[config.mk]
export PLATFORM = sky130hd
export DESIGN_NAME = gbq_ram
export DESIGN_NICKNAME = d
export VERILOG_FILES = /design/src/hdl/gbq_ram.sv
export SDC_FILE = /design/constraint.sdc
export NUM_CORES = 1
export LEC_CHECK = 0
export BUFFER_PORTS_ARGS = -buffer_cell sky130_fd_sc_hd__buf_2
export CAP_MARGIN = 30
export CORE_UTILIZATION = 44
export CTS_BUF_LIST = sky130_fd_sc_hd__clkbuf_8
export CTS_CLUSTER_SIZE = 25
export DETAILED_ROUTE_END_ITERATION = 8
export GPL_TIMING_DRIVEN = 0
export PLACE_DENSITY = 0.79
export RECOVER_POWER = 25
export SYNTH_ARGS = -nofsm -noshare
export SYNTH_HDL_FRONTEND = slang
export SYNTH_SLANG_ARGS = --single-unit
[constraint.sdc]
create_clock -name clk_i -period 1.2 [get_ports clk_i]
set_clock_uncertainty 0.1 [all_clocks]
set_input_delay 0.06 -clock clk_i [delete_from_list [all_inputs] [get_ports clk_i]]
set_output_delay 0.06 -clock clk_i [all_outputs]
set_load 0.01 [all_outputs]
[src/hdl/gbq_ram.sv]
// Generic single-write, single-read memory with a registered read port.
// A read at the address being written returns the old contents.
// Depends on nothing else.
module gbq_ram #(
  parameter int unsigned Width = 8,
  parameter int unsigned Depth = 4,
  localparam int unsigned AddrW = (Depth > 1) ? $clog2(Depth) : 1
) (
  input  logic             clk_i,
  input  logic             we_i,
  input  logic [AddrW-1:0] waddr_i,
  input  logic [Width-1:0] wdata_i,
  input  logic             re_i,
  input  logic [AddrW-1:0] raddr_i,
  output logic [Width-1:0] rdata_o
);

  logic [Width-1:0] mem_q [Depth];
  logic [Width-1:0] rdata_q;

  // Write port.
  always_ff @(posedge clk_i) begin
    if (we_i) begin
      mem_q[waddr_i] <= wdata_i;
    end
  end

  // Registered read port; the data holds while no read is issued.
  always_ff @(posedge clk_i) begin
    if (re_i) begin
      rdata_q <= mem_q[raddr_i];
    end
  end

  assign rdata_o = rdata_q;

endmodule

# Yosys cells after proc, flatten, opt, wreduce, memory -nomap -nowiden
# Memory sizes are Yosys's and may differ from the RTL's. A register that Yosys moved wholly into a read port is not among the register bits.
# Cells that the tools add are included.
totals:
  ff_bits: 0
  ram_bits: 32
  inputBits: 15
  word_cells: 3
  n_memories: 1
memory_table:
  columns: ["name", "depth", "width", "read_ports", "rd_ports_with_merged_regs", "write_ports", "line", "rtl"]
  rows:
  - ["mem_q", 4, 8, 1, 1, 1, "18", "logic [Width-1:0] mem_q [Depth];"]
op_classes:
  muxes: 2
op_table:
  columns: ["cell", "n"]
  rows:
  - ["2-to-1 mux 1 bit", 2]

# Depth between registers and ports, before layout
logic_depth:
  word_depth: 2
  mapped_depth: 2
  depth_no_buf: 1

# Worst setup path after synthesis
# No wires, ideal clock.
synth_path:
  path_type: "input -> register"
  start: "input port waddr_i[0]"
  end: "memory mem_q[0][0] (enable)"
  setup_ps: 385
  arrival_time_ps: 739
  required_ps: 715
  setup_slack_ps: -24
  cell_stages: 1
  n_path_buf: 0
  path_cell_list: "nor3b_1"
synth_lines:
  columns: ["element", "line", "rtl"]
  rows:
  - ["start: declaration", "11", "input logic [AddrW-1:0] waddr_i,"]
  - ["end: declaration", "18", null]
# No word-level cell before the write port.

# Worst setup path after layout
layout_path:
  start: "memory mem_q[3][0]"
  end: "register rdata_q[0] (netlist: rdata_o[0]) (read register of mem_q) (data pin)"
layout_lines:
  columns: ["element", "line", "rtl"]
  rows:
  - ["end: declaration", "19", "logic [Width-1:0] rdata_q;"]
# No word-level cell between the ends.

==> flow_summary.yaml <==
clocking:
  cts_tree: "built"
  cts_sinks: 40
  post_cts_buffers: 0
  htreeDepth: 2
  worstSkewPairLatency_ns: 0.28
  clk_pin_slew_ns: 0.07
  cts_made_buffers: 5
  cts_buffer_depth: 2
  cts_root_buffer: "clkbuf_8"
status:
  violations: "setup timing"
  status: "finished, violations left"
yosys:
  netlist_instances: 54
  ys_ff_latch: 40
  yosysSeqAreaShare_pct: 84.1
  yosys-top-cells-area: "edfxtp_1 (84%), mux4_2 (13%), and3b_1 (1.2%)"
  yosys_warnings: 0
  syn_avg_cell_area_um2: 26.5
  ys_types: 7
  post-synth-top-area-fraction_pct: 84.1
  syn-num-nets: 69
  syn_area_um2: 1430
  synth_top_area_cell: "edfxtp_1"
timing:
  clock.fmax_ghz: 0.824
  finalHoldViolations: 0
  setup_viol: 1
  tightest_slew_ns: 0.778
  setup_slack_ns: -0.0130
  fin_crit_ns: 1.21
  max-slew-margin-rel_pct: 47.9
  setup_tns_ns: -0.0130
  slew_violations: 0
  rsz0062_at_grt: "yes"
  fin_crit_sh_pct: 101
pwr:
  leakage_nw: 0.595
  seqPwrFrac_pct: 62.0
  clock_power_share_pct: 31.5
  switchingPower_mw: 0.528
  ir_drop_v: 0.00106
  powerDensity_nw_per_um2: 1510
  power_mw: 2.64
  p_comb_share_pct: 6.5
  power.internal_mw: 2.11
  swShare_pct: 20.0
worst_setup_path:
  cp.depth: 1
  critPathBufInv: 0
  cp-start-kind: "flop"
  crit_chain: "mux4_2"
  end_kind: "flop"
  r2r-start: "mem_q[3][0]"
  crit_fanout: 1
  criticalPathCategory: "reg -> reg"
  r2r_cells: 1
  slowest_stage: "mux4_2"
  max_stage_delay_ns: 0.48
  worst_ep_required_time_ns: 1.12
  cp_top_family: "multiplexers"
  cp_data_arrival_time_ns: 1.13
  critPathLaunch: "mem_q[3][0]"
global_routing:
  grt-ovfl-total: 0
  grt_antenna_before_repair: 0
  track_usage_pct: 14.6
  grt_pass1_wl_um: 3310
  grt_max_degree: 14
  grt_pass1_vias: 714
floorplan:
  core-area_um2: 3080
  initial_core_util_pct: 46.4
  io_pins: 23
  die_w_um: 59.0
  die_h_um: 59.0
  core.rowCount: 20
  dieArea_um2: 3480
hold_path:
  hold_start: "waddr_i[0]"
  hold_path_class: "in -> reg"
  holdPathStages: 2
flow_run:
  maxCapViolCount: 0
layout:
  synthToLayoutAreaGrowth_pct: 22.6
  fill_cells: 237
  multi_input_area_um2: 216
  drive_gt1_share_pct: 37.8
  antenna_cells: 0
  final_cell_mix: "edfxtp_1 (40), buf_2 (16), mux4_2 (8), dlygate4sd3_1 (8), clkbuf_8 (5)"
  register_area_um2: 1200
  utilization_pct: 56.9
  final_common_cell: "edfxtp_1"
  nNetsFinal: 104
drt:
  drt_iter0_markers: 11
  drt_drc_violations_left: 0
  first_pass_iters: 4
  vias_per_cell: 4.79
  routed-via-count: 642
  wirelength_um: 2050
  wire_per_inst_um: 15.3
  ant_nets: 0
place:
  io_buffers: 20
  post-place-ws_ns: -0.146
  gp_congestion: 0.683
-- per-layer routing --
layer	GRT usage (%)	up-vias	part of all wire, %
met5	0	-	0
met4	9.18	0	0
met3	4.15	0	3.8
met2	24.5	17	55
met1	16.3	325	41
li1	-	300	-
-- synthesized netlist by cell type --
cell type / count
and3b_1: 2
edfxtp_1: 40
mux4_2: 8
and3_1: 1
clkbuf_2: 1
nor3b_1: 1
buf_6: 1
-- through the flow --
stage / hold WS (ns) / area, µm² / instances
4_1_cts: 0.0287 / 1760 / 134
2_1_floorplan: 0.0589 / 1430 / 54
3_5_place_dp: 0.179 / 1590 / 118
3_3_place_gp: 0.168 / 1590 / 118
6_report: 0.0947 / 1750 / 134
5_1_grt: 0.0997 / 1750 / 134
-- sequential cells by signal, summed over array words and instances, names as in the netlist --
register  cells
mem_q        32
rdata_o       8
-- area by class of cell --
cell class | instances | share of cell area [%]
Multi-Input combinational cell | 12 | 12.4
Clock inverter | 3 | 1.07
Timing Repair Buffer | 28 | 10.0
Buffer | 2 | 0.929
Sequential cell | 40 | 68.6
Tap cell | 44 | 3.14
Clock buffer | 5 | 3.93
-- power groups by stage --
stage	registers [mW]	clock network, mW	logic (mW)
2_1_floorplan	1.68	0	0.0725
3_3_place_gp	1.67	0	0.152
3_5_place_dp	1.67	0	0.157
4_1_cts	1.64	0.856	0.177
5_1_grt	1.65	0.902	0.188
6_report	1.64	0.831	0.173
-- timing repair --
item / CTS / global route
setup endpoints to repair: 1 / 8
hold buffers: 8 / 0
endpoints found under the hold margin: 32 / 0
gates resized for setup: 0 / 0
-- final timing paths --
path / to / slack (ns)
worst max-delay path: rdata_o[0] / -0.01
worst min-delay path: mem_q[0][5] / 0.09
worst max register to register: rdata_o[0] / -0.01
worst min register to register: rdata_o[3] / 0.53
-- kinds of logic after synthesis --
group | count (synthesis) | synth area share, %
flops | 40 | 84.1
mux | 8 | 12.6
simple gates | 4 | 2.19
buf+inv | 2 | 1.14
Note: power is estimated with default switching activity, not from simulation.
