`src/hdl/gbq_pkg.sv`:
```
// Shared types, constants and helper functions of the gamepad button qualifier.
// Used by the configuration registers, the key unit and the top level.
// Depends on nothing else.
package gbq_pkg;

  // Default sizes of the per-pad state.
  localparam int unsigned PAD_COUNT = 4;
  localparam int unsigned KEY_COUNT = 18;

  // Field widths.
  localparam int unsigned PAD_W   = 2;
  localparam int unsigned BTN_W   = 16;
  localparam int unsigned AXIS_W  = 16;
  localparam int unsigned DZ_W    = 15;
  localparam int unsigned DIR_W   = 4;
  localparam int unsigned MASK_W  = 18;
  localparam int unsigned CNT_W   = 8;
  // Stored key word: buttons in the low bits, right-stick flags above them.
  localparam int unsigned WORD_W  = BTN_W + DIR_W;
  localparam int unsigned WIDX_W  = $clog2(WORD_W);
  localparam int unsigned CFG_IDX_W  = 3;
  localparam int unsigned CFG_DATA_W = 15;

  // Reset values of the configuration registers.
  localparam logic [CNT_W-1:0] REPEAT_START_RST    = 8'd40;
  localparam logic [CNT_W-1:0] REPEAT_INTERVAL_RST = 8'd10;
  localparam logic [DZ_W-1:0]  LEFT_DZ_RST         = 15'd7849;
  localparam logic [DZ_W-1:0]  RIGHT_DZ_RST        = 15'd8689;

  // D-pad bit positions in the button word.
  localparam int unsigned DPAD_UP_BIT    = 0;
  localparam int unsigned DPAD_DOWN_BIT  = 1;
  localparam int unsigned DPAD_LEFT_BIT  = 2;
  localparam int unsigned DPAD_RIGHT_BIT = 3;

  // Right-stick flag positions.
  localparam int unsigned RDIR_RIGHT_BIT = 0;
  localparam int unsigned RDIR_LEFT_BIT  = 1;
  localparam int unsigned RDIR_UP_BIT    = 2;
  localparam int unsigned RDIR_DOWN_BIT  = 3;

  // Configuration register indexes.
  typedef enum logic [CFG_IDX_W-1:0] {
    CFG_PLAYBACK_MODE   = 3'd0,
    CFG_REPEAT_START    = 3'd1,
    CFG_REPEAT_INTERVAL = 3'd2,
    CFG_LEFT_DEADZONE   = 3'd3,
    CFG_RIGHT_DEADZONE  = 3'd4
  } cfg_reg_e;

  // One poll of one pad.
  typedef struct packed {
    logic [PAD_W-1:0]         pad_index;
    logic                     connected;
    logic [BTN_W-1:0]         button_bits;
    logic signed [AXIS_W-1:0] left_x;
    logic signed [AXIS_W-1:0] left_y;
    logic signed [AXIS_W-1:0] right_x;
    logic signed [AXIS_W-1:0] right_y;
  } poll_t;

  // One result item.
  typedef struct packed {
    logic [PAD_W-1:0]  pad_number;
    logic              pad_present;
    logic [MASK_W-1:0] held_mask;
    logic [MASK_W-1:0] pressed_mask;
    logic [MASK_W-1:0] released_mask;
    logic [MASK_W-1:0] repeat_mask;
    logic [DIR_W-1:0]  right_dirs;
  } result_t;

  // One configuration write.
  typedef struct packed {
    logic [CFG_IDX_W-1:0]  reg_index;
    logic [CFG_DATA_W-1:0] wdata;
  } cfg_t;

  // Current register settings, handed to the datapath.
  typedef struct packed {
    logic             playback_mode;
    logic [CNT_W-1:0] repeat_start;
    logic [CNT_W-1:0] repeat_interval;
    logic [DZ_W-1:0]  left_deadzone;
    logic [DZ_W-1:0]  right_deadzone;
  } cfg_regs_t;

  // Where a virtual key takes its bit from in the stored key word.
  typedef struct packed {
    logic              en;
    logic [WIDX_W-1:0] idx;
  } key_src_t;

  // Virtual key order: left right up down, rleft rright rup rdown, X A B Y,
  // shoulders, thumbs, start, back. Keys past the list have no source.
  function automatic key_src_t key_src(input int k);
    key_src_t s;
    s.en = 1'b1;
    unique case (k)
      0:       s.idx = 5'd2;
      1:       s.idx = 5'd3;
      2:       s.idx = 5'd0;
      3:       s.idx = 5'd1;
      4:       s.idx = 5'd17;
      5:       s.idx = 5'd16;
      6:       s.idx = 5'd18;
      7:       s.idx = 5'd19;
      8:       s.idx = 5'd14;
      9:       s.idx = 5'd12;
      10:      s.idx = 5'd13;
      11:      s.idx = 5'd15;
      12:      s.idx = 5'd8;
      13:      s.idx = 5'd9;
      14:      s.idx = 5'd6;
      15:      s.idx = 5'd7;
      16:      s.idx = 5'd4;
      17:      s.idx = 5'd5;
      default: begin
        s.en  = 1'b0;
        s.idx = 5'd0;
      end
    endcase
    return s;
  endfunction

  // Deadzone test of one axis: bit 0 is past the positive edge, bit 1 past
  // the negative edge.
  function automatic logic [1:0] dz_flags(input logic signed [AXIS_W-1:0] x,
                                          input logic [DZ_W-1:0] dz);
    logic signed [AXIS_W:0] xs;
    logic signed [AXIS_W:0] pos;
    logic signed [AXIS_W:0] neg;
    xs  = {x[AXIS_W-1], x};
    pos = $signed({2'b00, dz});
    neg = -pos;
    return {xs < neg, xs > pos};
  endfunction

endpackage

```
`src/hdl/gbq_key_unit.sv`:
```
// Per-key edge detection and auto-repeat counter update for one pad.
// Purely combinational; sits between the state memory read and write-back.
// Uses gbq_pkg.
module gbq_key_unit
  import gbq_pkg::*;
#(
  parameter int unsigned KeyCount = KEY_COUNT
) (
  input  logic [WORD_W-1:0]              now_i,
  input  logic [WORD_W-1:0]              old_i,
  input  logic [KeyCount-1:0][CNT_W-1:0] cnt_i,
  input  logic                           active_i,
  input  logic [CNT_W-1:0]               repeat_start_i,
  input  logic [CNT_W-1:0]               repeat_interval_i,
  output logic [KeyCount-1:0][CNT_W-1:0] cnt_o,
  output logic [KeyCount-1:0]            held_o,
  output logic [KeyCount-1:0]            pressed_o,
  output logic [KeyCount-1:0]            released_o,
  output logic [KeyCount-1:0]            repeat_o
);

  for (genvar k = 0; k < KeyCount; k++) begin : g_key
    localparam key_src_t Src = key_src(k);

    logic             now_b;
    logic             old_b;
    logic             held;
    logic             pressed;
    logic [CNT_W-1:0] cnt_inc;
    logic [CNT_W-1:0] cnt_new;
    logic [CNT_W:0]   cnt_plus;

    // Select the key's source bit in the current and previous words.
    assign now_b   = Src.en & now_i[Src.idx];
    assign old_b   = Src.en & old_i[Src.idx];
    assign held    = active_i & now_b;
    assign pressed = active_i & now_b & ~old_b;

    // Count while held, restart at one otherwise, fold back by the interval.
    assign cnt_inc = held ? cnt_i[k] + CNT_W'(1) : CNT_W'(1);
    assign cnt_new = (cnt_inc >= repeat_start_i) ? cnt_inc - repeat_interval_i : cnt_inc;

    // Repeat fires at one below the start threshold.
    assign cnt_plus = {1'b0, cnt_new} + (CNT_W+1)'(1);

    assign cnt_o[k]      = cnt_new;
    assign held_o[k]     = held;
    assign pressed_o[k]  = pressed;
    assign released_o[k] = active_i & old_b & ~now_b;
    assign repeat_o[k]   = active_i & (pressed | (cnt_plus >= {1'b0, repeat_start_i}));
  end

endmodule

```
`config.mk`:
```
export PLATFORM = sky130hd
export DESIGN_NAME = gbq_key_unit
export DESIGN_NICKNAME = d
export VERILOG_FILES = /design/src/hdl/gbq_pkg.sv /design/src/hdl/gbq_key_unit.sv
export SDC_FILE = /design/constraint.sdc
export NUM_CORES = 1
export LEC_CHECK = 0
export BUFFER_PORTS_ARGS = -buffer_cell sky130_fd_sc_hd__buf_4
export CAP_MARGIN = 20
export CORE_UTILIZATION = 45
export DETAILED_ROUTE_END_ITERATION = 16
export GPL_ROUTABILITY_DRIVEN = 1
export PLACE_DENSITY = 0.64
export SYNTH_ARGS = -nofsm -noshare
export SYNTH_HDL_FRONTEND = slang
export SYNTH_SLANG_ARGS = --single-unit
```
`constraint.sdc`:
```
create_clock -name vclk -period 8.85
set_clock_uncertainty 0.05 [all_clocks]
set_input_delay 1.77 -clock vclk [all_inputs]
set_output_delay 1.77 -clock vclk [all_outputs]
set_load 0.02 [all_outputs]
```
======== Yosys cells after proc, flatten, opt, wreduce, memory -nomap -nowiden ========
Index checks and enable logic that the tools add are counted.
storage, ports and cells
  register bits ........................... 0
  bits in latches ......................... 0
  bits in writable memories ............... 0
  bits in read-only memories .............. 0
  input port bits ......................... 201
  output and inout port bits .............. 216
  logic and storage cells ................. 270
  memories kept ........................... 0
cells by class
  add/subtract/negate cells ............... 54
  $mul .................................... 0
  div/mod/pow operators ................... 0
  order comparisons ....................... 36
  equal/unequal tests ..................... 0
  shift-type cells ........................ 0
  muxes and demuxes ....................... 36
  bitwise operators ....................... 144
  reductions and logical operators ........ 0
operator list
  kind                   number
  $mux W8                36
  $add A8 B1 Y9 const B  18
  $ge A9 B8 Y1           18
  $add A8 B1 Y8 const B  18
  $ge A8 B8 Y1           18
  $sub A8 B8 Y8          18
  $and A1 B1 Y1          90
  $not A1 Y1             36
  $or A1 B1 Y1           18

======== Logic depth before layout (Yosys ltp) ========
  word-level depth ........................ 8
  depth in mapped cells ................... 24
  gate-level depth less buffers ........... 23

======== Worst setup path before layout ========
OpenSTA, ideal clock, no wires.
  path type ............................... in2out
  from .................................... input repeat_start_i[2]
  to ...................................... output repeat_o[10]
  arrival ................................. 6.427 ns
  required time ........................... 7.030 ns
  setup slack ............................. 0.603 ns
  stages on the path ...................... 18
  buffers on the path ..................... 1
  cells stage by stage .................... inv_1 > ha_1 > a21o_1 > a31oi_1 > o211ai_1 > maj3_2 > a21oi_4 > buf_6 > mux2i_1 > ha_1 > ha_1 > a21o_1 > a21o_1 > a21o_1 > a21o_1 > a2111oi_0 > nor4_1 > a41o_1
RTL lines
  what                line                text
  start: declaration  gbq_key_unit.sv:13  input logic [CNT_W-1:0] repeat_start_i,
  end: declaration    gbq_key_unit.sv:19  output logic [KeyCount-1:0] repeat_o

======== Worst setup path in the final report ========
  from .................................... input cnt_i[80] (netlist name)
  to ...................................... output repeat_o[10]
on the way
  cells in the longest elaborated chain, start to end .. 8
  elaborated cells between the ends (all ways) .. 9
  classes of those cells .................. add/sub (3); order compare (2); mux (2); bitwise (2)
ends and longest elaborated chain
  what                                           line                text
  start: declaration                             gbq_key_unit.sv:11  input logic [KeyCount-1:0][CNT_W-1:0] cnt_i,
  $add A8 B1 Y8 *                                gbq_key_unit.sv:40  assign cnt_inc = held ? cnt_i[k] + CNT_W'(1) : CNT_W'(1);
  $mux W8 *                                      gbq_key_unit.sv:40
  $sub A8 B8 Y8 or $ge A8 B8 Y1 (tied branches)  gbq_key_unit.sv:41  assign cnt_new = (cnt_inc >= repeat_start_i) ? cnt_inc - repeat_interval_i : cnt_inc;
  $mux W8 *                                      gbq_key_unit.sv:41
  $add A8 B1 Y9 *                                gbq_key_unit.sv:44  assign cnt_plus = {1'b0, cnt_new} + (CNT_W+1)'(1);
  $ge A9 B8 Y1 *                                 gbq_key_unit.sv:50  assign repeat_o[k] = active_i & (pressed | (cnt_plus >= {1'b0, repeat_start_i}));
  $or A1 B1 Y1 *                                 gbq_key_unit.sv:50
  $and A1 B1 Y1 *                                gbq_key_unit.sv:50
Every way passes the cells marked *; elsewhere a longest branch is shown, timed or not.

==> summary.txt <==
Finish
  • Commonest cells after routing, fill and taps aside: 454 x buf_4, 444 x ha_1, 239 x nor2_1
  • FF+latch area: 0 um2
  • NumNets Final: approximately 3600
  • # diodes: 0
  • Seq Cell Count: 0
  • Area grow syn2layout: 19.7%
  • Commonest non-fill, non-tap cell in the layout: buf_4
  • Fraction of layout instances using a drive strength above 1: around a fifth
  • Clock buffers: 0

CTS
  • Post_cts resized: 0
  • Setup bufs post-CTS: 0
  • CTS Hold Bufs: 0

Setup path
  • CP startpoint kind: primary input
  • WS Path Type: primary input to output port
  • Critical Path AT: 6.62 ns
  • CP max FO: 8
  • CP Capture Type: output port
  • Data required, critical path: 7.03 ns

Routing
  • Residual DRC: 0
  • Routed vias/inst: around 5.8
  • Antenna-violating nets left: 0
  • Drt initial violations: about 1100
  • Via count: between 15000 and 20000
  • WL/cell: around 19 um
  • Final WL: 65700 um
  • Drt pass-1 iters: 6

Yosys
  • Mapped Area: approximately 19000 um2
  • Cells after synthesis: ~2500
  • Seq/Total Area, Yosys: 0%
  • Synth Warn #: 0
  • Syn_nets: between 3000 and 4000
  • Synth cell types: 78
  • Synthesized area per cell: 7.37 um2

Timing
  • Final Cycle Share: between 90% and 100%
  • Period minus WS final: between 8 and 9 ns
  • FMAX: ~120 MHz
  • Final-report hold violation count: 0
  • Slew at the pin with the worst max-slew slack: 0.720 ns
  • RSZ-0062 raised after global routing: no
  • Pins Over Slew Limit: 0
  • Sum Neg Setup Slack: 0 ns
  • Max transition margin: 51.5%
  • Final Setup Violations: 0

Floorplanning
  • Starting Density: a little under half
  • I/O pin count: between 400 and 500
  • Rows: between 70 and 80
  • Die area: ~42000 um2
  • Die H: ~200 um
  • Core footprint: between 40000 and 50000 um2
  • Die W: about 200 um

Power
  • PD cells: 62.6 nW/um2
  • Max IR drop VDD: 43.5 uV
  • Lkg Pwr: roughly 11 nW
  • Pwr Total: 0.00140 W

GRT
  • GR Overflow Total: 0
  • Number of global-route vias before repair: approximately 19000
  • Largest net degree at the start of global routing: 45
  • Initial antenna violation count: 1
  • All-Layer GR Usage: approximately 30%
  • First-pass GRT wire length: 101000 um

Worst hold path
  • Hold Path Cell Cnt: 3
  • Worst Hold Class: primary input to output port

Flow run
  • Max cap viols: 0

Outcome
  • Status: complete, no violations

Place
  • Detail Placement HPWL: roughly 53000 um
  • Input/output buffers: 413
  • Routability cong.: between 0.9 and 1
==> routing by layer <==
layer / vias to the layer above / part of all wire, % / global-route usage [%]
met3: 125 / 5.9 / 3.07
met5: - / 0.020 / 0
met2: 595 / 47 / 52.5
li1: 9990 / - / -
met4: 2 / 3.3 / 8.72
met1: 9279 / 44 / 37.9
==> critical path: stages <==
cell and delay, ns:
buf_4 0.13, ha_1 0.23, xnor2_1 0.13, nor2_1 0.22, ha_1 0.30, a21o_1 0.18
a31oi_1 0.14, o211ai_1 0.19, maj3_2 0.37, a21oi_4 0.31, mux2_2 0.40, ha_1 0.29
ha_1 0.27, a21o_1 0.16, a21o_1 0.17, a21o_1 0.17, a21o_1 0.17, a2111oi_0 0.42
nor4_1 0.13, a41o_1 0.28, buf_4 0.17
==> logic make-up after synthesis <==
group	count (synthesis)	synth area share (%)
AO/OA/AOI/OAI	586	19.6
XOR/XNOR	282	13.3
adder cells (fa/ha/maj)	467	31.9
buffers and inverters	214	5.20
multiplexers	109	6.17
AND/OR/NAND/NOR	878	23.8
==> cell usage after synthesis, types with 45 or more instances <==
cell	instances	area, um2
and3_1	62	388
nor2_1	239	897
mux2_2	46	518
nor3_1	55	275
xnor2_1	154	1350
o21a_1	53	398
xor2_1	127	1110
a21oi_1	167	836
a21o_1	45	338
nand2_1	153	574
inv_1	139	522
mux2i_1	62	621
ha_1	444	5560
nand3_1	121	606
o21ai_0	157	786
nand2b_1	54	338
==> per-stage QoR <==
| step | instances | util (%) | worst slack, ns | hold WS (ns) | instance area (um2) |
|---|---|---|---|---|---|
| floorplan | 2536 | - | 0.603 | 3.57 | 18700 |
| global placement | 3450 | 54.7 | 0.497 | 3.76 | 22400 |
| detailed placement | 3450 | 54.7 | 0.462 | 3.76 | 22400 |
| CTS | 3450 | 54.7 | 0.427 | 3.77 | 22400 |
| global route | 3450 | 54.7 | 0.0860 | 3.78 | 22400 |
| finish | 3450 | 54.7 | 0.405 | 3.77 | 22400 |
==> power breakdown <==
part           switching, W  internal [W]  total [W]  leakage (nW)
registers                 0             0          0             0
logic              0.000806      0.000594    0.00140          11.2
clock network             0             0          0             0
==> final timing paths <==
kind | from | end | slack, ns
worst max-delay path | cnt_i[80] | repeat_o[10] | 0.41
worst min-delay path | now_i[16] | released_o[5] | 3.77
==> layout make-up <==
type,count,area [um2]
Inverter,139,522
Timing Repair Buffer,457,3470
Fill cell,4025,18600
Multi-Input combinational cell,2322,17700
Tap cell,532,666
(Power assumes the default switching activity.)
